==> src/slc_pkg.sv <==
package slc_pkg;

  localparam int SID_W = 48;
  localparam int SLOT_W = 4;
  localparam int SESSIONS_DEF = 16;

  localparam logic ACT_PRELOAD = 1'b0;
  localparam logic ACT_LOOKUP = 1'b1;

  typedef struct packed {
    logic              action;
    logic [SID_W-1:0]  request_sid;
    logic [SLOT_W-1:0] target_slot;
  } in_t;

  typedef struct packed {
    logic              hit;
    logic [SLOT_W-1:0] slot_used;
    logic              evicted_valid;
    logic [SID_W-1:0]  evicted_sid;
    logic              error;
  } out_t;

endpackage

==> src/session_lru_cache.sv <==
// Each request makes two passes over the entry memory before its result: one
// pass finds the hit, free and least recent slots, and a second
// read-modify-write pass updates the recency ranks, one entry a cycle.
// A new request is taken only in the idle state, after the previous result
// has gone into the output register. A preload to a slot beyond the table
// skips both passes. After reset a clearing pass initializes the memory.
module session_lru_cache #(
  parameter int SESSIONS = slc_pkg::SESSIONS_DEF
) (
  input  logic         clk,
  input  logic         rst,
  input  logic         in_valid,
  output logic         in_ready,
  input  slc_pkg::in_t in_item,
  output logic         out_valid,
  input  logic         out_ready,
  output slc_pkg::out_t out_item
);

  localparam int IW = $clog2(SESSIONS);
  localparam int EW = 1 + slc_pkg::SID_W + IW;
  localparam logic [IW-1:0] LAST = IW'(SESSIONS - 1);

  typedef enum logic [5:0] {
    S_CLEAR  = 6'b000001,
    S_IDLE   = 6'b000010,
    S_SCAN   = 6'b000100,
    S_DECIDE = 6'b001000,
    S_UPDATE = 6'b010000,
    S_FINISH = 6'b100000
  } state_t;

  state_t state;
  slc_pkg::in_t cur;
  slc_pkg::out_t res;

  logic [IW-1:0] clr_cnt;
  logic [IW-1:0] rd_cnt;
  logic          issuing;
  logic          rd_vld;
  logic [IW-1:0] rd_idx;

  logic          match_found;
  logic [IW-1:0] match_idx;
  logic [IW-1:0] match_rank;
  logic          free_found;
  logic [IW-1:0] free_idx;
  logic [IW-1:0] free_rank;
  logic [IW-1:0] lru_idx;
  logic [IW-1:0] lru_rank;
  logic [slc_pkg::SID_W-1:0] lru_id;
  logic [IW-1:0] tgt_rank;
  logic          tgt_valid;
  logic [slc_pkg::SID_W-1:0] tgt_id;

  logic [IW-1:0] slot_sel;
  logic [IW-1:0] old_rank;

  logic          mem_we;
  logic [IW-1:0] mem_waddr;
  logic [EW-1:0] mem_wdata;
  logic [EW-1:0] mem_rdata;

  logic                      e_valid;
  logic [slc_pkg::SID_W-1:0] e_id;
  logic [IW-1:0]             e_rank;
  logic [IW-1:0]             new_rank;

  slc_mem #(.DEPTH(SESSIONS), .WIDTH(EW)) u_mem (
    .clk  (clk),
    .we   (mem_we),
    .waddr(mem_waddr),
    .wdata(mem_wdata),
    .raddr(rd_cnt),
    .rdata(mem_rdata)
  );

  assign e_valid = mem_rdata[EW-1];
  assign e_id = mem_rdata[IW +: slc_pkg::SID_W];
  assign e_rank = mem_rdata[IW-1:0];
  assign in_ready = (state == S_IDLE);

  // The chosen slot takes rank 0; ranks below its old rank go up by one, the rest stay.
  always_comb begin
    if (rd_idx == slot_sel) begin
      new_rank = '0;
    end else if (e_rank < old_rank) begin
      new_rank = e_rank + IW'(1);
    end else begin
      new_rank = e_rank;
    end
  end

  always_comb begin
    mem_we = 1'b0;
    mem_waddr = clr_cnt;
    mem_wdata = {1'b0, {slc_pkg::SID_W{1'b0}}, clr_cnt};
    if (state == S_CLEAR) begin
      mem_we = 1'b1;
    end else if (state == S_UPDATE && rd_vld) begin
      mem_we = 1'b1;
      mem_waddr = rd_idx;
      if (rd_idx == slot_sel) begin
        mem_wdata = {1'b1, cur.request_sid, new_rank};
      end else begin
        mem_wdata = {e_valid, e_id, new_rank};
      end
    end
  end

  always_ff @(posedge clk) begin
    if (rst) begin
      state <= S_CLEAR;
      clr_cnt <= '0;
      rd_cnt <= '0;
      issuing <= 1'b0;
      rd_vld <= 1'b0;
      out_valid <= 1'b0;
    end else begin
      rd_vld <= issuing;
      rd_idx <= rd_cnt;
      if (issuing) begin
        if (rd_cnt == LAST) begin
          issuing <= 1'b0;
        end else begin
          rd_cnt <= rd_cnt + IW'(1);
        end
      end
      if (state == S_FINISH && (!out_valid || out_ready)) begin
        out_valid <= 1'b1;
      end else if (out_ready) begin
        out_valid <= 1'b0;
      end

      unique case (state)
        S_CLEAR: begin
          if (clr_cnt == LAST) begin
            state <= S_IDLE;
          end else begin
            clr_cnt <= clr_cnt + IW'(1);
          end
        end
        S_IDLE: begin
          if (in_valid) begin
            cur <= in_item;
            match_found <= 1'b0;
            free_found <= 1'b0;
            if (in_item.action == slc_pkg::ACT_PRELOAD &&
                32'(in_item.target_slot) >= SESSIONS) begin
              res <= '{hit: 1'b0, slot_used: '0, evicted_valid: 1'b0,
                       evicted_sid: '0, error: 1'b1};
              state <= S_FINISH;
            end else begin
              rd_cnt <= '0;
              issuing <= 1'b1;
              state <= S_SCAN;
            end
          end
        end
        S_SCAN: begin
          if (rd_vld) begin
            if (e_valid && e_id == cur.request_sid && !match_found) begin
              match_found <= 1'b1;
              match_idx <= rd_idx;
              match_rank <= e_rank;
            end
            if (!e_valid && !free_found) begin
              free_found <= 1'b1;
              free_idx <= rd_idx;
              free_rank <= e_rank;
            end
            if (e_rank == LAST) begin
              lru_idx <= rd_idx;
              lru_rank <= e_rank;
              lru_id <= e_id;
            end
            if (32'(rd_idx) == 32'(cur.target_slot)) begin
              tgt_rank <= e_rank;
              tgt_valid <= e_valid;
              tgt_id <= e_id;
            end
            if (rd_idx == LAST) begin
              state <= S_DECIDE;
            end
          end
        end
        S_DECIDE: begin
          res.error <= 1'b0;
          if (cur.action == slc_pkg::ACT_PRELOAD) begin
            slot_sel <= IW'(cur.target_slot);
            old_rank <= tgt_rank;
            res.hit <= 1'b0;
            res.slot_used <= cur.target_slot;
            res.evicted_valid <= tgt_valid;
            res.evicted_sid <= tgt_valid ? tgt_id : '0;
          end else if (match_found) begin
            slot_sel <= match_idx;
            old_rank <= match_rank;
            res.hit <= 1'b1;
            res.slot_used <= slc_pkg::SLOT_W'(match_idx);
            res.evicted_valid <= 1'b0;
            res.evicted_sid <= '0;
          end else if (free_found) begin
            slot_sel <= free_idx;
            old_rank <= free_rank;
            res.hit <= 1'b0;
            res.slot_used <= slc_pkg::SLOT_W'(free_idx);
            res.evicted_valid <= 1'b0;
            res.evicted_sid <= '0;
          end else begin
            slot_sel <= lru_idx;
            old_rank <= lru_rank;
            res.hit <= 1'b0;
            res.slot_used <= slc_pkg::SLOT_W'(lru_idx);
            res.evicted_valid <= 1'b1;
            res.evicted_sid <= lru_id;
          end
          rd_cnt <= '0;
          issuing <= 1'b1;
          state <= S_UPDATE;
        end
        S_UPDATE: begin
          if (rd_vld && rd_idx == LAST) begin
            state <= S_FINISH;
          end
        end
        S_FINISH: begin
          if (!out_valid || out_ready) begin
            out_item <= res;
            state <= S_IDLE;
          end
        end
        default: begin
          state <= S_CLEAR;
        end
      endcase
    end
  end

endmodule

==> src/slc_mem.sv <==
module slc_mem #(
  parameter int DEPTH = slc_pkg::SESSIONS_DEF,
  parameter int WIDTH = 1 + slc_pkg::SID_W + $clog2(slc_pkg::SESSIONS_DEF)
) (
  input  logic                     clk,
  input  logic                     we,
  input  logic [$clog2(DEPTH)-1:0] waddr,
  input  logic [WIDTH-1:0]         wdata,
  input  logic [$clog2(DEPTH)-1:0] raddr,
  output logic [WIDTH-1:0]         rdata
);

  logic [WIDTH-1:0] mem [DEPTH];

  always_ff @(posedge clk) begin
    if (we) begin
      mem[waddr] <= wdata;
    end
  end

  always_ff @(posedge clk) begin
    rdata <= mem[raddr];
  end

endmodule

==> config.mk <==
export PLATFORM = sky130hd
export DESIGN_NAME = session_lru_cache
export DESIGN_NICKNAME = d
export VERILOG_FILES = /design/src/slc_pkg.sv /design/src/session_lru_cache.sv /design/src/slc_mem.sv
export SDC_FILE = /design/constraint.sdc
export NUM_CORES = 1
export LEC_CHECK = 0
export BUFFER_PORTS_ARGS = -buffer_cell sky130_fd_sc_hd__buf_2
export CORE_UTILIZATION = 57
export CTS_BUF_LIST = sky130_fd_sc_hd__clkbuf_8
export DETAILED_ROUTE_END_ITERATION = 16
export GPL_TIMING_DRIVEN = 0
export MAX_ROUTING_LAYER = met4
export PLACE_DENSITY = 0.74
export SYNTH_ARGS = -nofsm -noshare
export SYNTH_HDL_FRONTEND = slang
export SYNTH_HIERARCHICAL = 1
export SYNTH_SLANG_ARGS = --single-unit
==> constraint.sdc <==
create_clock -name clk -period 8.05 [get_ports clk]
set_input_delay 1.61 -clock clk [delete_from_list [all_inputs] [get_ports clk]]
set_output_delay 1.61 -clock clk [all_outputs]
set_load 0.01 [all_outputs]
=== Yosys cells after proc, flatten, opt, wreduce, memory -nomap -nowiden ===
Memories as Yosys holds them, arrays and structs flattened. A register that Yosys moved wholly into a read port is not among the register bits.
Cells that the tools add are included.

* Bits in registers: 317
* RAM bits: 848
* Logic and storage cells: 129
* Memories kept: 1

* Add/subtract/negate cells: 3
* $lt $le $gt $ge: 1
* Equality and inequality tests: 21
* Muxes and demuxes: 45
* Bitwise logic cells: 2
* Reduce and logical (&&, ||, !) cells: 24

{| class="wikitable"
|+ Memory list
! name !! words !! width !! read ports !! clocked after Yosys merged registers in !! wr ports !! RTL line !! source
|-
| u_mem.mem || 16 || 53 || 1 || 1 || 1 || slc_mem.sv:13 || <nowiki>logic [WIDTH-1:0] mem [DEPTH];</nowiki>
|}

{| class="wikitable"
|+ Operator list
! cell !! number
|-
| $mux W53 || 5
|-
| $mux W54 || 1
|-
| $mux W4 || 13
|-
| $eq A48 B48 Y1 || 1
|-
| $mux W48 || 1
|-
| $mux W6 || 6
|-
| $pmux W6 S6 || 1
|-
| $eq A4 B4 Y1 const B || 4
|-
| $reduce_and A4 Y1 || 4
|-
| $mux W1 || 14
|-
| $add A4 B1 Y4 const B || 3
|-
| $ne A2 B2 Y1 const B || 5
|-
| $reduce_and A5 Y1 || 2
|-
| $eq A4 B4 Y1 || 2
|-
| $pmux W4 S2 || 1
|-
| $eq A6 B1 Y1 const B || 1
|-
| $eq A6 B2 Y1 const B || 1
|-
| $eq A6 B3 Y1 const B || 1
|-
| $eq A6 B4 Y1 const B || 1
|-
| $eq A6 B5 Y1 const B || 1
|-
| $eq A6 B6 Y1 const B || 1
|-
| $logic_and A1 B1 Y1 || 6
|-
| $ne A2 B1 Y1 const B || 3
|-
| $pmux W1 S2 || 3
|-
| 8 further kinds || 15
|}

=== Depth between registers and ports, before layout ===
* Depth in word-level cells: 6
* Gate-level depth with buffers: 8
* Depth with buffers taken out: 7

=== Hierarchy ===
The synthesis kept the hierarchy.

{| class="wikitable"
|+ By module, submodules not included
! module !! instances !! cells an instance !! area each (um^2) !! seq. area each (um^2)
|-
| slc_mem || 1 || 1,370 || 32,807.7 || 26,525.4
|-
| session_lru_cache || 1 || 733 || 12,110.4 || 9,228.9
|}

=== Least setup slack after synthesis ===
Ideal clock, no wire load.

* Kind: register -> register
* From: register state[0]
* To: memory u_mem/mem[0][0] (netlist name) (enable)
* Data arrival time: 5.539 ns
* Required time: 7.521 ns
* Setup slack: 1.982 ns
* Stages on the path, launching flop included: 9
* Path buffers: 2
* Period minus slack after synthesis: 6.068 ns
* Path through: dfxtp_1 -> nor4_1 -> and3b_2 -> nand2_1 -> buf_2 -> buf_1 -> nand2_1 -> or3b_2 -> nor3_1

* Cells in the longest elaborated chain, start to end: 6
* Elaborated cells between the ends (all ways): 9
* Those cells by class: 2 x eq/ne; 6 x mux; 1 x reduce/logical

{| class="wikitable"
|+ RTL lines
! what !! RTL line !! source
|-
| start: declaration || session_lru_cache.sv:33 || <nowiki>state_t state;</nowiki>
|-
| start signal: assignment || session_lru_cache.sv:113 || <nowiki>state <= S_CLEAR;</nowiki>
|-
| start signal: assignment || session_lru_cache.sv:138 || <nowiki>state <= S_IDLE;</nowiki>
|-
| start signal: assignment || session_lru_cache.sv:152 || <nowiki>state <= S_FINISH;</nowiki>
|-
| $eq A6 B5 Y1 || session_lru_cache.sv:100 || <nowiki>end else if (state == S_UPDATE && rd_vld) begin</nowiki>
|-
| $logic_and A1 B1 Y1 || session_lru_cache.sv:100 ||
|-
| $mux W1 || session_lru_cache.sv:100 ||
|-
| $mux W1 (*) || session_lru_cache.sv:98 || <nowiki>if (state == S_CLEAR) begin</nowiki>
|-
| via mem_we || session_lru_cache.sv:59 || <nowiki>logic mem_we;</nowiki>
|-
| $mux W1 (*) || slc_mem.sv:16 || <nowiki>if (we) begin</nowiki>
|-
| $mux W1 (implied by the code) (*) || slc_mem.sv:17 || <nowiki>mem[waddr] <= wdata;</nowiki>
|-
| end: declaration || slc_mem.sv:13 ||
|}

Mark *: on every way through the listed nets, which the timed path passes. The rest lies on a longest branch.

=== Worst setup path after layout ===
* From: register state[0]
* To: memory u_mem/mem[3][51] (netlist name) (enable)

* Elaborated cells between the ends (all ways): 9
* Those cells by class: 2 x eq/ne; 6 x mux; 1 x reduce/logical

{| class="wikitable"
|+ RTL lines
! what !! RTL line !! source
|-
| $eq A6 B5 Y1 || session_lru_cache.sv:100 ||
|-
| $logic_and A1 B1 Y1 || session_lru_cache.sv:100 ||
|-
| $mux W4 || session_lru_cache.sv:100 ||
|-
| $mux W4 (*) || session_lru_cache.sv:98 ||
|-
| via mem_waddr[0] || session_lru_cache.sv:60 || <nowiki>logic [IW-1:0] mem_waddr;</nowiki>
|}

Marked as above.

==> qor.yml <==
critical_path.startpoint_type: "register"
status: "finished clean"
path_class: "register to register"
instances_no_fill: 3634
routabilityCongestion: 0.8767
grt-ovfl-total: 0
dominant_combinational_cell_family_by_area_after_synthesis: "multiplexers"
dieArea_um2: 79930
required_ns: 8.55
mappedNetlistNets: 2166
power.leakage_nw: 15.38
synth.area.mux_share_pct: 12.17
grt_pass1_wl_um: 147900
cts_made_buffers: 177
worst_setup_hold_path_clk_slew_ns: 0.06
cts_hold_repair.buffers: 0
hold_viol_final: 0
grt_use_total_pct: 27.37
fp.coreArea_um2: 77720
vias_per_cell: 6.187
p_per_area_nw_per_um2: 265.0
synthCells: 2103
ys_types: 58
tns_ns: 0
path_cells: "nor4_1 > and3b_2 > nand2_1 > buf_2 > o21ai_0 > nand2_1 > nor2_4 > buf_12 > buf_12"
io_pins: 114
worstPathBufferInverterCount: 3
clock-skew-final_ns: 0.03972
crit_path_end_kind: "register"
area_growth_syn_to_layout_pct: 13.88
clk-insertion-delay-late_ns: 0.84
worstPathArrival_ns: 5.09
routed.top_layer: "met4"
seq_area_frac_synth_pct: 79.60
grt_max_degree: 39
placed_cells_incl_taps: 3309
ctsResizeCount: 0
postSynth.topFlopCell: "edfxtp_1"
routedLengthMet1_um: 38740
grt_setup_unrepaired: "no"
port_buffers: 111
synth_simple_gate_area_share_pct: 2.348
worst_path_largest_cell_delay_ns: 0.86
post_cts_buffers: 0
floorplan.initialDensity_pct: 57.79
final-max-slew-violation-count: 0
drcViolationCount: 0
setup_viol: 0
antenna_found_initial: 1
syn_area_per_cell_um2: 21.36
final_min_period_ns: 4.590
hold_path_class: "register to register"
cpLargestDelayFamily: "simple AND/OR/NAND/NOR gates"
detailroute.wirelength.met2_um: 49850
critical_path.max_fanout: 21
final_nets: 2512
dr.pass1.iters: 6
clock.fmax_mhz: 217.9
finish.utilization_pct: 65.82
worst_path_max_delay_cell: "o21ai_0"
timing_worst_slew_pin_value_ns: 1.325
whs_ns: 0.4128
filler_cell_count: 4802
synth_edf_count: 1144
cts_buffer_depth: 3
tritoncts_num_sinks: 1214
routed_wirelength_um: 103500
synthAdderAreaFrac_pct: 0.1671
peak_supply_drop_uv: 181.5
via_count: 22480
synth_xor_area_share_pct: 1.072
tritoncts_clock_tree: "done"
post-route-cell-area_um2: 51150
fp.dieH_um: 282.7
first_iter_violations: 2833
synth.yosys.warnings: 6
compound_gate_portion_of_the_synthesized_area_pct: 3.329
detailed_placement_hpwl_um: 69100
final_antenna_net_count: 0
max_cap_violations: 0
die_width_um: 282.7
clock-root-buffer: "clkbuf_8"
synth_area_um2: 44920
cts_htree_levels: 4
async_reset_ff_share_pct: 0
wl_per_cell_um: 28.48
synth-seq-cells: 1214
grt_pass1_vias: 22710
row_count: 102
layout_worst_path_cycle_share_pct: 57.02
drive_gt1_share_pct: 26.27
routed-wl-met3_um: 10870
slew-limit-headroom_pct: 11.34
post_place_instance_area_um2: 47840
==> through the flow <==
stage               power (mW)  setup slack (ns)
global placement         8.994            -3.061
finish                   13.55             3.460
floorplan                8.467             1.982
CTS                      13.60             3.568
detailed placement       9.118             3.693
global route             13.99             3.342
==> final cells by class <==
cell class	instances	area, µm²	area share (%)
Sequential cell	1214	35750	69.90
Multi-Input combinational cell	767	8725	17.06
Clock buffer	192	2643	5.166
Timing Repair Buffer	167	1485	2.903
Tap cell	1040	1301	2.544
Clock inverter	130	653.1	1.277
Buffer	101	508.0	0.9931
Inverter	21	78.83	0.1541
Antenna cell	2	5.005	0.009784
==> routing by layer <==
metal	GRT usage [%]	vias up
met5	-	-
met4	11.73	0
met3	7.130	210
met2	42.09	1302
met1	34.85	11580
li1	-	9391
==> worst paths after layout <==
kind / startpoint / end / slack (ns) / depth (start not counted)
worst max-delay path: state[0]$_SDFFE_PP1P_ / u_mem/mem[3][51]$_DFFE_PP_ / 3.46 / 9
worst min-delay path: res[43]$_DFFE_PP_ / out_item[43]$_DFFE_PP_ / 0.41 / 0
worst max register to register: state[0]$_SDFFE_PP1P_ / u_mem/mem[3][51]$_DFFE_PP_ / 3.46 / 9
worst min register to register: res[43]$_DFFE_PP_ / out_item[43]$_DFFE_PP_ / 0.41 / 0
==> cell usage after synthesis (all sizes together), types with 34 or more instances <==
master	n	area, µm²
dfxtp	70	1401
xor2	34	297.8
nand2	78	292.8
mux2i	59	590.6
buf	56	339.1
a22o	48	420.4
clkbuf	45	168.9
edfxtp	1144	34350
mux4	212	4775
nor2	82	307.8
a22oi	107	803.3
==> power by group <==
part | internal, mW | leakage (nW) | total (mW) | switching [mW]
Clock | 2.27 | 1.96 | 4.53 | 2.26
Combinational | 0.479 | 3.50 | 1.15 | 0.671
Sequential | 7.48 | 9.92 | 7.87 | 0.392
==> cells by family (layout without fill, tap and decap cells) <==
logic type / after synthesis / in the layout
flip-flops: 1214 / 1214
multiplexers: 280 / 280
AND/OR/NAND/NOR: 228 / 228
AO/OA/AOI/OAI: 197 / 197
buffers and inverters: 122 / 611
XOR/XNOR: 55 / 55
adder cells (fa/ha/maj): 6 / 6
other: 1 / 3
==> sequential cells by signal, indices dropped and copies added (netlist names), 6 cells and up <==
signal       flops
u_mem/mem      848
out_item        54
state            6
tgt_id          48
lru_id          48
cur             53
u_mem/rdata     53
res             54
==> layout by cell type, fill, tap and decap left out, types with 16 or more instances in the layout <==
master,count
a22o_1,48
a22oi_1,107
buf_12,23
buf_2,139
buf_6,33
clkbuf_1,45
clkbuf_8,192
clkinv_1,29
dfxtp_1,70
edfxtp_1,1144
inv_1,94
mux2i_1,59
mux4_2,212
nand2_1,78
nor2_1,65
nor2_4,17
o21ai_0,16
xnor2_1,21
xor2_1,34
Power figures use the tool's default switching activity.
